**src/rtl/mx2_pkg.sv**
```systemverilog
// Shared types, constants and helpers for the 2x2 matrix arithmetic unit.
package mx2_pkg;

    localparam int DATA_W = 32;
    localparam int FRAC_W = 16;
    localparam int TOL_W  = 17;
    localparam int OP_W   = 4;
    localparam int LANES  = 4;

    localparam int PROD_W = 2 * DATA_W;
    localparam int SUM_W  = PROD_W + 1;
    localparam int WIDE_W = SUM_W - FRAC_W;
    localparam int NX_W   = DATA_W + 1;
    localparam int MAG_W  = NX_W - 1 + FRAC_W;

    localparam int QDEPTH = 4;
    localparam int QPTR_W = $clog2(QDEPTH);
    localparam int QCNT_W = QPTR_W + 1;

    localparam logic [TOL_W-1:0] TOL_RESET = TOL_W'(1);

    localparam logic [OP_W-1:0] OP_ADD    = OP_W'(0);
    localparam logic [OP_W-1:0] OP_SUB    = OP_W'(1);
    localparam logic [OP_W-1:0] OP_SCALE  = OP_W'(2);
    localparam logic [OP_W-1:0] OP_DIVIDE = OP_W'(3);
    localparam logic [OP_W-1:0] OP_MATMUL = OP_W'(4);
    localparam logic [OP_W-1:0] OP_MATVEC = OP_W'(5);
    localparam logic [OP_W-1:0] OP_DET    = OP_W'(6);
    localparam logic [OP_W-1:0] OP_TRANSP = OP_W'(7);
    localparam logic [OP_W-1:0] OP_INVERT = OP_W'(8);

    localparam logic signed [WIDE_W-1:0] SAT_HI = WIDE_W'({1'b0, {(DATA_W-1){1'b1}}});
    localparam logic signed [WIDE_W-1:0] SAT_LO = ~SAT_HI;

    typedef logic signed [DATA_W-1:0] data_t;

    typedef struct packed {
        logic [OP_W-1:0] op;
        data_t           a_r1c1;
        data_t           a_r2c1;
        data_t           a_r1c2;
        data_t           a_r2c2;
        data_t           b_r1c1;
        data_t           b_r2c1;
        data_t           b_r1c2;
        data_t           b_r2c2;
    } in_item_t;

    typedef struct packed {
        data_t r_r1c1;
        data_t r_r2c1;
        data_t r_r1c2;
        data_t r_r2c2;
        data_t det_value;
        logic  singular;
        logic  saturated;
    } out_item_t;

    typedef struct packed {
        logic add;
        logic sub;
        logic scale;
        logic divide;
        logic matmul;
        logic matvec;
        logic det_op;
        logic transp;
        logic invert;
    } cls_t;

    typedef struct packed {
        cls_t     cls;
        in_item_t item;
    } cmd_t;

    typedef struct packed {
        logic [LANES-1:0][WIDE_W-1:0] lane;
        logic [LANES-1:0]             q_neg;
        logic                         use_q;
        logic                         sing;
        logic [WIDE_W-1:0]            det;
    } div_side_t;

    typedef struct packed {
        data_t val;
        logic  clamp;
    } sat_t;

    function automatic sat_t sat_f(input logic signed [WIDE_W-1:0] v);
        sat_t r;
        r.clamp = 1'b0;
        r.val   = v[DATA_W-1:0];
        if (v > SAT_HI)
        begin
            r.clamp = 1'b1;
            r.val   = SAT_HI[DATA_W-1:0];
        end
        else if (v < SAT_LO)
        begin
            r.clamp = 1'b1;
            r.val   = SAT_LO[DATA_W-1:0];
        end
        return r;
    endfunction

endpackage

```
**src/rtl/mx2_front.sv**
```systemverilog
// Front end: takes requests and classifies the operation code.
module mx2_front import mx2_pkg::*;
(
    input  logic     in_valid,
    input  in_item_t in_data,
    output logic     in_stall,
    input  logic     q_full,
    output logic     push,
    output cmd_t     cmd
);

    assign in_stall = q_full;
    assign push     = in_valid && !q_full;

    always_comb
    begin
        cmd.item = in_data;
        cmd.cls  = '0;
        case (in_data.op)
            OP_ADD:    cmd.cls.add    = 1'b1;
            OP_SUB:    cmd.cls.sub    = 1'b1;
            OP_SCALE:  cmd.cls.scale  = 1'b1;
            OP_DIVIDE: cmd.cls.divide = 1'b1;
            OP_MATMUL: cmd.cls.matmul = 1'b1;
            OP_MATVEC: cmd.cls.matvec = 1'b1;
            OP_DET:    cmd.cls.det_op = 1'b1;
            OP_TRANSP: cmd.cls.transp = 1'b1;
            OP_INVERT: cmd.cls.invert = 1'b1;
            default:   cmd.cls        = '0;
        endcase
    end

endmodule

```
**config.mk**
```make
export PLATFORM = sky130hd
export DESIGN_NAME = mx2_front
export DESIGN_NICKNAME = d
export VERILOG_FILES = /design/src/rtl/mx2_pkg.sv /design/src/rtl/mx2_front.sv
export SDC_FILE = /design/constraint.sdc
export NUM_CORES = 1
export LEC_CHECK = 0
export BUFFER_PORTS_ARGS = -buffer_cell sky130_fd_sc_hd__buf_2
export CELL_PAD_IN_SITES_DETAIL_PLACEMENT = 1
export CELL_PAD_IN_SITES_GLOBAL_PLACEMENT = 1
export CORE_AREA = 5 5 201 203
export DETAILED_ROUTE_END_ITERATION = 10
export DIE_AREA = 0 0 206 208
export GPL_TIMING_DRIVEN = 1
export PLACE_DENSITY_LB_ADDON = 0.1
export RECOVER_POWER = 100
export SLEW_MARGIN = 20
export SYNTH_ARGS = -nofsm -noshare
export SYNTH_HDL_FRONTEND = slang
export SYNTH_SLANG_ARGS = --single-unit
```
**constraint.sdc**
```tcl
create_clock -name vclk -period 0.8
set_clock_uncertainty 0.15 [all_clocks]
set_input_delay 0.12 -clock vclk [all_inputs]
set_output_delay 0.12 -clock vclk [all_outputs]
set_load 0.01 [all_outputs]
```
==> metrics.md <==
| Metric | Value |
|---|---|
| Smallest setup slack after layout | -0.133 ns |
| Starting density of the core | approximately 5.4% |
| Total die area | about 0.043 mm2 |
| Design Area, Final | roughly 0.0011 mm2 |
| Hold Startpoint | in_data[134] |
| Result of the run | complete, but fails checks |
| Crit. Startpoint | in_data[259] |
| Synth warnings | 0 |
| Final net count | ~300 |
| Critical Path RT | roughly 0.53 ns |
| Endpoint kind of the worst setup timing path | output port |
| First-pass GRT wire length | roughly 8500 um |
| Detailed router's first-iteration violation count | 28 |
| Core area | around 0.038 mm2 |
| Pint | roughly 0.00015 W |
| Final routed DRC violation total | 0 |
| Portion of the clock cycle consumed by the worst path in the final layout | 117% |
| Weighted congestion at the end of routability-driven global placement | between 0.5 and 0.6 |
| First-pass DRT Iterations | 2 |
| Final routed wire length divided by cell count | 13.6 um |
| FFs & Latches | 0 |
| Antenna violations before repair | 0 |
| Average size of a mapped cell | 7.59 um2 |
| Part of the power in registers | 0% |
| Rel. slew slack | between 80% and 90% |
| Final antenna-violating net count | 0 |
| Final Hold Viols | 0 |
| Cell row count | 72 |
| Share of cells above drive strength 1 | between 80% and 90% |
| Sequential-to-total area share from yosys stat | 0% |
| Total of max-cap violations | 0 |
| Setup repair after global routing missed its margin | true |
| Count of buffers added by post-CTS timing repair for setup | 0 |
| Critical path launch point type | primary input |
| Number of global-route vias before repair | between 700 and 800 |
| Synth Instances | 271 |
| Layout overhead on the synthesized area | -45.2% |
| Total of endpoints with negative setup slack in the final report | 9 |
| Number of input and output port buffers inserted | 21 |
| Minimum clock period after layout | 0.933 ns |
| Global-route total usage across every layer | slightly below 3% |
| WHS | between 0.09 and 0.1 ns |
| Portion of total power attributed to the clock network | 0% |
| Power per standard cell area | around 210 mW/mm2 |
| Worst path arrival time | between 0.6 and 0.7 ns |
| Register Area | 0 um2 |
| Half-perimeter wire length after detailed placement | between 5000 and 6000 um |
| Combinational group share of total power | 100.0% |
| Leakage power summed over all cells | between 0.2 and 0.25 nW |
| Sum of overflow across all layers after global routing | 0 |
| Cell area after synthesis | slightly above 0.002 mm2 |
| CP max FO | 5 |
| Die outline height | ~210 um |
| Net switching fraction of the power | about two fifths |
| Pin count of the biggest net entering global routing | 11 |
| Switch Pwr | ~0.000092 W |
| Number of distinct library cells after synthesis | 6 |
| Width of the chip | roughly 210 um |
| Inserted Diodes | 0 |
| Wire length after detailed routing | between 7000 and 8000 um |
| Total nets after synthesis | 533 |
| Clock buf count | 0 |
| CP Class | primary input to output port |
| Avg Vias per Cell | 1.19 |
| Final-report max-slew violation count | 0 |
| Number of top-level pins | around 530 |
| Total cell area at the placement stage | between 800 and 900 um2 |
| Violations in the final reports | setup timing |
| Actual transition at the worst max-transition pin | 0.207 ns |
| Fmax | between 1000 and 1500 MHz |
| Routed vias | between 600 and 700 |
| Worst vdd ir | approximately 0.057 mV |
| Path class of the lowest-slack min-delay path | primary input to output port |
critical path, cell delays in order:
cell                      delay, ns
sky130_fd_sc_hd__buf_12        0.12
sky130_fd_sc_hd__nor4b_4       0.25
sky130_fd_sc_hd__buf_2         0.17
worst paths after layout:
path | cells after the start | end
max | 3 | cmd[266]
min | 0 | cmd[134]
routing by layer:
| layer | share of wire [%] | GRT usage (%) | vias up |
|---|---|---|---|
| met2 | 33 | 3.35 | 236 |
| li1 | - | - | 103 |
| met4 | 23 | 6.20 | 0 |
| met3 | 29 | 3.24 | 138 |
| met1 | 15 | 1.23 | 184 |
| met5 | 0 | 0 | - |
layout by cell type (no fill, tap or decap), drive strengths merged:
master | Yosys | final
clkbuf | 0 | 7
nor2b | 1 | 1
and4b | 1 | 1
nor4b | 4 | 4
nor4 | 1 | 1
and4bb | 3 | 3
buf | 261 | 20
metrics by stage:
step / setup WS (ns) / utilization (%) / std cells / total power (W) / setup TNS [ns]
after global placement: -0.294 / 2.34 / 551 / 0.000132 / -2.40
after CTS: -0.143 / 2.77 / 553 / 0.000214 / -1.11
final: -0.133 / 2.94 / 555 / 0.000241 / -1.04
after detailed placement: -0.252 / 2.34 / 551 / 0.000128 / -2.18
after floorplan: 0.0584 / - / 271 / 0.00137 / 0
after global routing: -0.156 / 2.94 / 555 / 0.000253 / -1.21
cell type report:
cell class	count	area, um2
tap	518	648
multi-input combinational	10	171
fill	4570	37200
timing repair buffer	27	307
what timing repair did:
action                                  4_1_cts  5_1_grt
endpoints found under the setup margin       11        9
gates resized for setup                      26        2
gates cloned                                  2        2
hold buffers                                  0        0
pin swaps                                     8        5
cells by family after synthesis:
| kind of cell | after synthesis | share of synthesized area (%) |
|---|---|---|
| buffers and inverters | 261 | 95.3 |
| AND/OR/NAND/NOR | 10 | 4.69 |
Yosys cell counts:
master                     count  share of area, %
sky130_fd_sc_hd__and4b_2       1              0.55
sky130_fd_sc_hd__nor2b_1       1              0.30
sky130_fd_sc_hd__and4bb_2      3               1.8
sky130_fd_sc_hd__buf_4       261                95
sky130_fd_sc_hd__nor4_1        1              0.30
sky130_fd_sc_hd__nor4b_1       4               1.7
power by group through the flow:
stage	registers, W	logic [W]	clock network, W
after detailed placement	0	0.000128	0
after CTS	0	0.000214	0
after global routing	0	0.000253	0
after global placement	0	0.000132	0
final	0	0.000241	0
after floorplan	0	0.00137	0
(Power assumes the default switching activity.)
