## config.mk

```make
export PLATFORM = sky130hd
export DESIGN_NAME = mx2_queue
export DESIGN_NICKNAME = d
export VERILOG_FILES = /design/src/rtl/mx2_pkg.sv /design/src/rtl/mx2_queue.sv
export SDC_FILE = /design/constraint.sdc
export NUM_CORES = 1
export LEC_CHECK = 0
export BUFFER_PORTS_ARGS = -buffer_cell sky130_fd_sc_hd__clkbuf_2
export CAP_MARGIN = 20
export CORE_MARGIN = 2
export CORE_UTILIZATION = 55
export DETAILED_ROUTE_END_ITERATION = 8
export GPL_TIMING_DRIVEN = 0
export HOLD_SLACK_MARGIN = 0.12
export MAX_ROUTING_LAYER = met4
export PLACE_DENSITY_LB_ADDON = 0.25
export REMOVE_ABC_BUFFERS = 1
export SETUP_SLACK_MARGIN = 0.15
export SLEW_MARGIN = 20
export SYNTH_ARGS = -nofsm -noshare
export SYNTH_HDL_FRONTEND = slang
export SYNTH_SLANG_ARGS = --single-unit
export TNS_END_PERCENT = 1
```

## constraint.sdc

```tcl
create_clock -name clk -period 9.5 [get_ports clk]
set_clock_uncertainty 0.15 [all_clocks]
set_input_delay 1.425 -clock clk [delete_from_list [all_inputs] [get_ports clk]]
set_output_delay 1.425 -clock clk [all_outputs]
set_load 0.01 [all_outputs]
```

## src/rtl/mx2_pkg.sv

```systemverilog
// Shared types, constants and helpers for the 2x2 matrix arithmetic unit.
package mx2_pkg;

    localparam int DATA_W = 32;
    localparam int FRAC_W = 16;
    localparam int TOL_W  = 17;
    localparam int OP_W   = 4;
    localparam int LANES  = 4;

    localparam int PROD_W = 2 * DATA_W;
    localparam int SUM_W  = PROD_W + 1;
    localparam int WIDE_W = SUM_W - FRAC_W;
    localparam int NX_W   = DATA_W + 1;
    localparam int MAG_W  = NX_W - 1 + FRAC_W;

    localparam int QDEPTH = 4;
    localparam int QPTR_W = $clog2(QDEPTH);
    localparam int QCNT_W = QPTR_W + 1;

    localparam logic [TOL_W-1:0] TOL_RESET = TOL_W'(1);

    localparam logic [OP_W-1:0] OP_ADD    = OP_W'(0);
    localparam logic [OP_W-1:0] OP_SUB    = OP_W'(1);
    localparam logic [OP_W-1:0] OP_SCALE  = OP_W'(2);
    localparam logic [OP_W-1:0] OP_DIVIDE = OP_W'(3);
    localparam logic [OP_W-1:0] OP_MATMUL = OP_W'(4);
    localparam logic [OP_W-1:0] OP_MATVEC = OP_W'(5);
    localparam logic [OP_W-1:0] OP_DET    = OP_W'(6);
    localparam logic [OP_W-1:0] OP_TRANSP = OP_W'(7);
    localparam logic [OP_W-1:0] OP_INVERT = OP_W'(8);

    localparam logic signed [WIDE_W-1:0] SAT_HI = WIDE_W'({1'b0, {(DATA_W-1){1'b1}}});
    localparam logic signed [WIDE_W-1:0] SAT_LO = ~SAT_HI;

    typedef logic signed [DATA_W-1:0] data_t;

    typedef struct packed {
        logic [OP_W-1:0] op;
        data_t           a_r1c1;
        data_t           a_r2c1;
        data_t           a_r1c2;
        data_t           a_r2c2;
        data_t           b_r1c1;
        data_t           b_r2c1;
        data_t           b_r1c2;
        data_t           b_r2c2;
    } in_item_t;

    typedef struct packed {
        data_t r_r1c1;
        data_t r_r2c1;
        data_t r_r1c2;
        data_t r_r2c2;
        data_t det_value;
        logic  singular;
        logic  saturated;
    } out_item_t;

    typedef struct packed {
        logic add;
        logic sub;
        logic scale;
        logic divide;
        logic matmul;
        logic matvec;
        logic det_op;
        logic transp;
        logic invert;
    } cls_t;

    typedef struct packed {
        cls_t     cls;
        in_item_t item;
    } cmd_t;

    typedef struct packed {
        logic [LANES-1:0][WIDE_W-1:0] lane;
        logic [LANES-1:0]             q_neg;
        logic                         use_q;
        logic                         sing;
        logic [WIDE_W-1:0]            det;
    } div_side_t;

    typedef struct packed {
        data_t val;
        logic  clamp;
    } sat_t;

    function automatic sat_t sat_f(input logic signed [WIDE_W-1:0] v);
        sat_t r;
        r.clamp = 1'b0;
        r.val   = v[DATA_W-1:0];
        if (v > SAT_HI)
        begin
            r.clamp = 1'b1;
            r.val   = SAT_HI[DATA_W-1:0];
        end
        else if (v < SAT_LO)
        begin
            r.clamp = 1'b1;
            r.val   = SAT_LO[DATA_W-1:0];
        end
        return r;
    endfunction

endpackage

```

## src/rtl/mx2_queue.sv

```systemverilog
// Short request queue between the front end and the execution pipeline.
module mx2_queue import mx2_pkg::*;
(
    input  logic clk,
    input  logic rst_n,
    input  logic push,
    input  cmd_t push_data,
    output logic full,
    input  logic pop,
    output logic q_valid,
    output cmd_t q_data
);

    cmd_t              mem_reg [QDEPTH];
    logic [QPTR_W-1:0] wr_ptr_reg, wr_ptr_next;
    logic [QPTR_W-1:0] rd_ptr_reg, rd_ptr_next;
    logic [QCNT_W-1:0] cnt_reg, cnt_next;

    assign full    = (cnt_reg == QCNT_W'(QDEPTH));
    assign q_valid = (cnt_reg != '0);
    assign q_data  = mem_reg[rd_ptr_reg];

    always_comb
    begin
        wr_ptr_next = push ? wr_ptr_reg + 1'b1 : wr_ptr_reg;
        rd_ptr_next = pop ? rd_ptr_reg + 1'b1 : rd_ptr_reg;
        cnt_next    = cnt_reg + QCNT_W'(push) - QCNT_W'(pop);
    end

    always_ff @(posedge clk or negedge rst_n)
    begin
        if (!rst_n)
        begin
            wr_ptr_reg <= '0;
            rd_ptr_reg <= '0;
            cnt_reg    <= '0;
        end
        else
        begin
            wr_ptr_reg <= wr_ptr_next;
            rd_ptr_reg <= rd_ptr_next;
            cnt_reg    <= cnt_next;
        end
    end

    always_ff @(posedge clk)
    begin
        if (push)
        begin
            mem_reg[wr_ptr_reg] <= push_data;
        end
    end

endmodule

```

==> run metrics, run 1 <==
fillers between 4k and 5k; mux contribution to synthesized area 0.155; crit share post-route 0.542; number of port buffers 543; yosys warns 0; Post-Synthesis Cells roughly 1.4k; post-synth top area share 0.824; xor and xnor area share after synthesis 0.00112; initial detailed-routing violation count 1308; Sink Count roughly 1.1k; Synth area leader edfxtp_1; CTS clk-pin slew, worst paths about 0.06 ns; Worst setup SP type flip-flop; CTS tree yes; chip width between 200 and 300 µm; Rel. slew slack 0.514; largest net degree at the start of global routing 49; FMAX 194 MHz; Cells after DPL 2904; Setup Viol. Count Final 0; final core occ 0.669; Final Hold Slack 0.386 ns; Longest Clk Path Bufs 3; drt total wl 78900 µm; core area 70300 µm²; vias in the first global route between 15k and 20k; largest cells by area after synthesis edfxtp_1, mux4_2, buf_6, dfrtp_1, buf_2; PD cells about 320 nW/µm²; Residual DRC 0; placed wire-length estimate 50600 µm; commonest cells after routing, fill and taps aside edfxtp_1, clkbuf_2, mux4_2; final non-filler cell total 3118; Hold Vio Cnt, Final 0; worst path required time 7.93 ns; Yosys reg bits 1083; total track usage 0.222; GP Congestion 0.765; CTS H-Tree Depth 3; first-pass GRT wire length 117000 µm; I/O pins 544; sequential cell area 32500 µm²; max reg flops 1076; root buf cell clkbuf_16; initial antenna violation count 22; Max Slew Vio Count 0; Simple-Gate Fraction of Synth Area 0.00115; Synth Area in Compound Gates 0.000128; Hold-fix buffers, CTS 0; Syn-to-layout area delta 20.0%; Least-Margin Pin Slew around 0.73 ns; Initial Utilization 0.558; first-pass detailed-route iteration total 5; commonest non-fill, non-tap cell in the layout edfxtp_1; DR vias 17.6k; largest family of logic cells by synthesized area multiplexers; Multi-input gate area roughly 6300 µm²; full die area 73400 µm²; layout cells sized above 1 0.463; MaxCap Viol Count 0; unrepaired setup endpoints after global routing false; die height 271 µm; worst ir drop on vdd between 0.2 and 0.3 mV; Routed Antenna Nets 0; Nets 2350; Design Power 14800 µW; drt wl/cell 25.3 µm; Row Count 97; Netlist cell types 17; TritonCTS buffer count 104; sequential share of the synthesized area 0.829; GRT Residual Overflow 0; Avg Cell Area, Syn between 20 and 30 µm²; worst skew pair latency roughly 0.65 ns; PostCTS Resize Cnt 0; status finished, final reports clean; mapped cell area around 40000 µm²; adder and majority cell fraction of the synthesized area 0.00243; crit path DAT ~3.6 ns; min-delay worst type reg2reg; P_leak 0.0161 µW; crit-path max FO 31; DR vias/cell ~5.7; postcts setup bufs 0; Tmin final 5.15 ns; crit path kind reg2out; CP Capture Type output pin
## cell usage after synthesis
cell,n
fa_1,1
or3_1,1
edfxtp_1,1076
inv_1,6
ha_1,6
xnor2_1,3
o21ai_0,1
mux4_2,269
and2_1,4
xor2_1,2
clkbuf_1,6
dfrtp_1,7
nand2_1,2
buf_4,1
buf_6,22
and3_1,1
buf_2,31
## cell families (layout without fill, tap and decap cells)
group / count (synthesis) / count (layout)
adders and majority gates: 7 / 7
DFF: 1083 / 1083
xor gates and xnor gates: 5 / 5
and+or+nand+nor: 8 / 8
buffers and inverters: 66 / 783
AOI/OAI and AO/OA: 1 / 1
muxes: 269 / 269
other: 0 / 22
## cell type report
| class | count | area share |
|---|---|---|
| antenna | 22 | 0.00117 |
| sequential | 1083 | 0.691 |
| inverter | 6 | 0.000479 |
| timing repair buffer | 585 | 0.0802 |
| multi-input combinational | 290 | 0.133 |
| tap | 940 | 0.0250 |
| clock buffer | 132 | 0.0585 |
| clock inverter | 60 | 0.0105 |
## where the power goes
group / internal, µW / switching, µW / total, µW
Sequential: 6230 / 250 / 6480
Clock: 2210 / 1680 / 3900
Combinational: 2020 / 2420 / 4440
## worst paths after layout
| path | cells after the start | slack, ns | from | end |
|---|---|---|---|---|
| worst max-delay path | 7 | 4.35 | rd_ptr_reg[0] | q_data[1] |
| worst max register to register | 6 | 6.87 | wr_ptr_reg[1] | mem_reg[1][2] |
| min in group asynchronous | 1 | 0.46 | rst_n | cnt_reg[0] |
| worst min register to register | 1 | 0.39 | wr_ptr_reg[0] | wr_ptr_reg[0] |
| max in group asynchronous | 1 | 8.51 | rst_n | rd_ptr_reg[1] |
| worst min-delay path | 1 | 0.39 | wr_ptr_reg[0] | wr_ptr_reg[0] |
## per-stage QoR
stage | setup TNS, ns | cell area [µm²] | setup WS (ns)
3_3_place_gp | -6512.31 | 42600 | -8.38
4_1_cts | 0 | 47000 | 4.17
2_1_floorplan | -865.48 | 38800 | -3.21
5_1_grt | 0 | 47000 | 4.03
6_report | 0 | 47000 | 4.35
3_5_place_dp | 0 | 43700 | 4.90
## worst max-delay path: stages (launching register included)
cell      delay, ns
dfrtp_4        0.74
buf_12         0.28
buf_16         0.26
buf_16         0.28
buf_16         0.27
buf_12         0.27
mux4_2         0.53
clkbuf_2       0.19
## per-layer routing
metal	global-route usage	share of wire
met4	0.0877	0.033
met1	0.263	0.36
met3	0.0635	0.075
met5	-	0
met2	0.363	0.53
No activity file was read; power rests on OpenSTA's default activity.
==> run 2: changes to the inputs <==
- clock period: 9.5 -> 4.8 ns (I/O delays scaled with it)
==> run 2 against run 1 <==
Via count is 7.6% higher; die area stayed put; worst setup slack worse by 3.9 ns; non-clock buffer count is 271 higher; sequential power is 98% higher; critical path depth stayed put.
==> run metrics, run 2 (same netlist as run 1, synthesis figures left out) <==
status finished, final reports clean (unchanged); Worst path slowest cell dfrtp_4 (unchanged); Least-Margin Pin Slew 0.754 ns (was 0.730 ns); DR vias 19.0k (was 17.6k); layout cells sized above 1 0.412 (was 0.463); Crit path max-delay family buffers and inverters (unchanged); crit-path cells buf_12 > buf_16 > buf_16 > buf_16 > buf_12 > mux4_2 > clkbuf_2 (unchanged); commonest non-fill, non-tap cell in the layout edfxtp_1 (unchanged); Longest Clk Path Bufs 3 (unchanged); initial antenna violation count 8 (was 22); drt wl/cell 24.8 µm (was 25.3 µm); worst skew pair latency 0.65 ns (about the same); most used cell, CP buf_16 (unchanged); first-pass GRT wire length 125000 µm (was 117000 µm); TNS Setup 0 ns (unchanged); commonest cells after routing, fill and taps aside edfxtp_1, clkbuf_2, dlygate4sd3_1 (was edfxtp_1, clkbuf_2, mux4_2); post-route cell area 49700 µm² (was 47000 µm²); root buf cell clkbuf_16 (unchanged); worst ir drop on vdd 0.480 mV (was 0.252 mV); WP buf/inv 6 (unchanged); min-delay worst type in2reg (was reg2reg); Setup Viol. Count Final 0 (unchanged); CTS H-Tree Depth 3 (unchanged); CTS tree yes (unchanged); Switching Fraction 0.297 (was 0.294); GRT Residual Overflow 0 (unchanged); crit path DAT 3.44 ns (was 3.57 ns); CP Capture Type output pin (unchanged); P_leak 0.0172 µW (was 0.0161 µW); die height 271 µm (unchanged); Max stage delay on crit path 0.64 ns (was 0.74 ns); full die area 73400 µm² (unchanged); unrepaired setup endpoints after global routing false (unchanged); Syn-to-layout area delta 26.9% (was 20.0%); vias in the first global route 20.4k (was 18.7k); DR vias/cell 5.62 (was 5.65); Routed Antenna Nets 0 (unchanged); internal power 20900 µW (was 10500 µW); drt total wl 83800 µm (was 78900 µm); chip width 271 µm (unchanged); crit path kind reg2out (unchanged); TritonCTS buffer count 104 (unchanged); I/O pins 544 (unchanged); Final Hold Slack 0.189 ns (was 0.386 ns); crit share post-route 0.898; placed wire-length estimate 50600 µm (unchanged); total track usage 0.237 (was 0.222); final core occ 0.707 (was 0.669); Design Power 29700 µW (was 14800 µW); Hold Vio Cnt, Final 0 (unchanged); Tmin final 4.31 ns; max reg flops 1076 (unchanged); GP Congestion 0.765 (unchanged); FMAX 232 MHz; Residual DRC 0 (unchanged); PostCTS Resize Cnt 0 (unchanged); Initial Utilization 0.558 (unchanged); Row Count 97 (unchanged); combinational fraction of design power 0.307 (was 0.300); initial detailed-routing violation count 1431 (was 1308); Nets 2621 (was 2350); fillers 4060 (was 4421); core area 70300 µm² (unchanged); MaxCap Viol Count 0 (unchanged); Max Slew Vio Count 0 (unchanged); sequential fraction of design power 0.432 (was 0.437); crit-path max FO 31 (unchanged); Sink Count 1083 (unchanged); number of port buffers 543 (unchanged); CTS clk-pin slew, worst paths 0.06 ns (about the same); Rel. slew slack 0.497 (was 0.514); PD cells 598 nW/µm² (was 315 nW/µm²); Worst setup SP type flip-flop (unchanged); worst path required time 3.93 ns (was 7.93 ns); Area after DPL 43700 µm² (unchanged); sw power 8810 µW (was 4350 µW); largest net degree at the start of global routing 49 (unchanged); clock power share 0.261 (was 0.263); first-pass detailed-route iteration total 7 (was 5)
-- run 2: cell count changes in the layout (fill, tap and decap cells not counted), sizes merged --
cell,previous run,this run
buf,42,43
diode,22,8
dlygate4sd3,0,270
-- run 2: per-layer routing --
layer,share of wire,track usage
met1,0.36,0.281
met4,0.038,0.0951
met5,0,-
met2,0.53,0.399
met3,0.070,0.0514
-- run 2: worst reg2reg max path: cells and delay by family (launching register included) --
| family | cells | cell delay [ns] |
|---|---|---|
| fa+ha+maj | 1 | 0.15 |
| simple gates | 1 | 0.48 |
| flops | 1 | 0.42 |
| buf+inv | 4 | 1.07 |
-- run 2: final timing paths --
check | from | to | slack (ns) | depth (start not counted)
max in group asynchronous | rst_n | rd_ptr_reg[0] | 3.94 | 2
max reg2reg | wr_ptr_reg[0] | mem_reg[0][39] | 2.16 | 6
max | rd_ptr_reg[0] | q_data[131] | 0.49 | 7
min | push_data[136] | mem_reg[0][136] | 0.19 | 1
min reg2reg | wr_ptr_reg[0] | wr_ptr_reg[0] | 0.39 | 1
min in group asynchronous | rst_n | cnt_reg[2] | 0.35 | 2
-- run 2: repair_timing --
item                       4_1_cts  5_1_grt
buffers inserted                 0        1
setup endpoints to repair        0       26
hold endpoints to repair      1080        0
hold buffers                   270        0
-- run 2: final cells by class --
cell class / count / area (µm²) / share of cell area
timing repair buffer: 856 / 6500 / 0.131
clock buffer: 132 / 2750 / 0.0553
tap: 940 / 1180 / 0.0237
multi-input combinational: 290 / 6260 / 0.126
clock inverter: 60 / 495 / 0.00997
sequential: 1083 / 32500 / 0.654
antenna: 8 / 20.0 / 0.000403
inverter: 6 / 22.5 / 0.000453
-- run 2: through the flow --
| step | instances | setup WS, ns |
|---|---|---|
| floorplan | 1379 | -7.20 |
| global placement | 2862 | -12.37 |
| detailed placement | 2904 | 0.901 |
| CTS | 3366 | 0.176 |
| global route | 3375 | 0.202 |
| finish | 3375 | 0.489 |
-- run 2: power groups by stage --
stage               clock network (µW)  logic, µW  registers [µW]
floorplan                            0       4240           13800
global placement                     0       5190           13800
detailed placement                   0       8950           13000
CTS                               7870       9190           12900
global route                      8260       9630           13000
finish                            7760       9110           12800
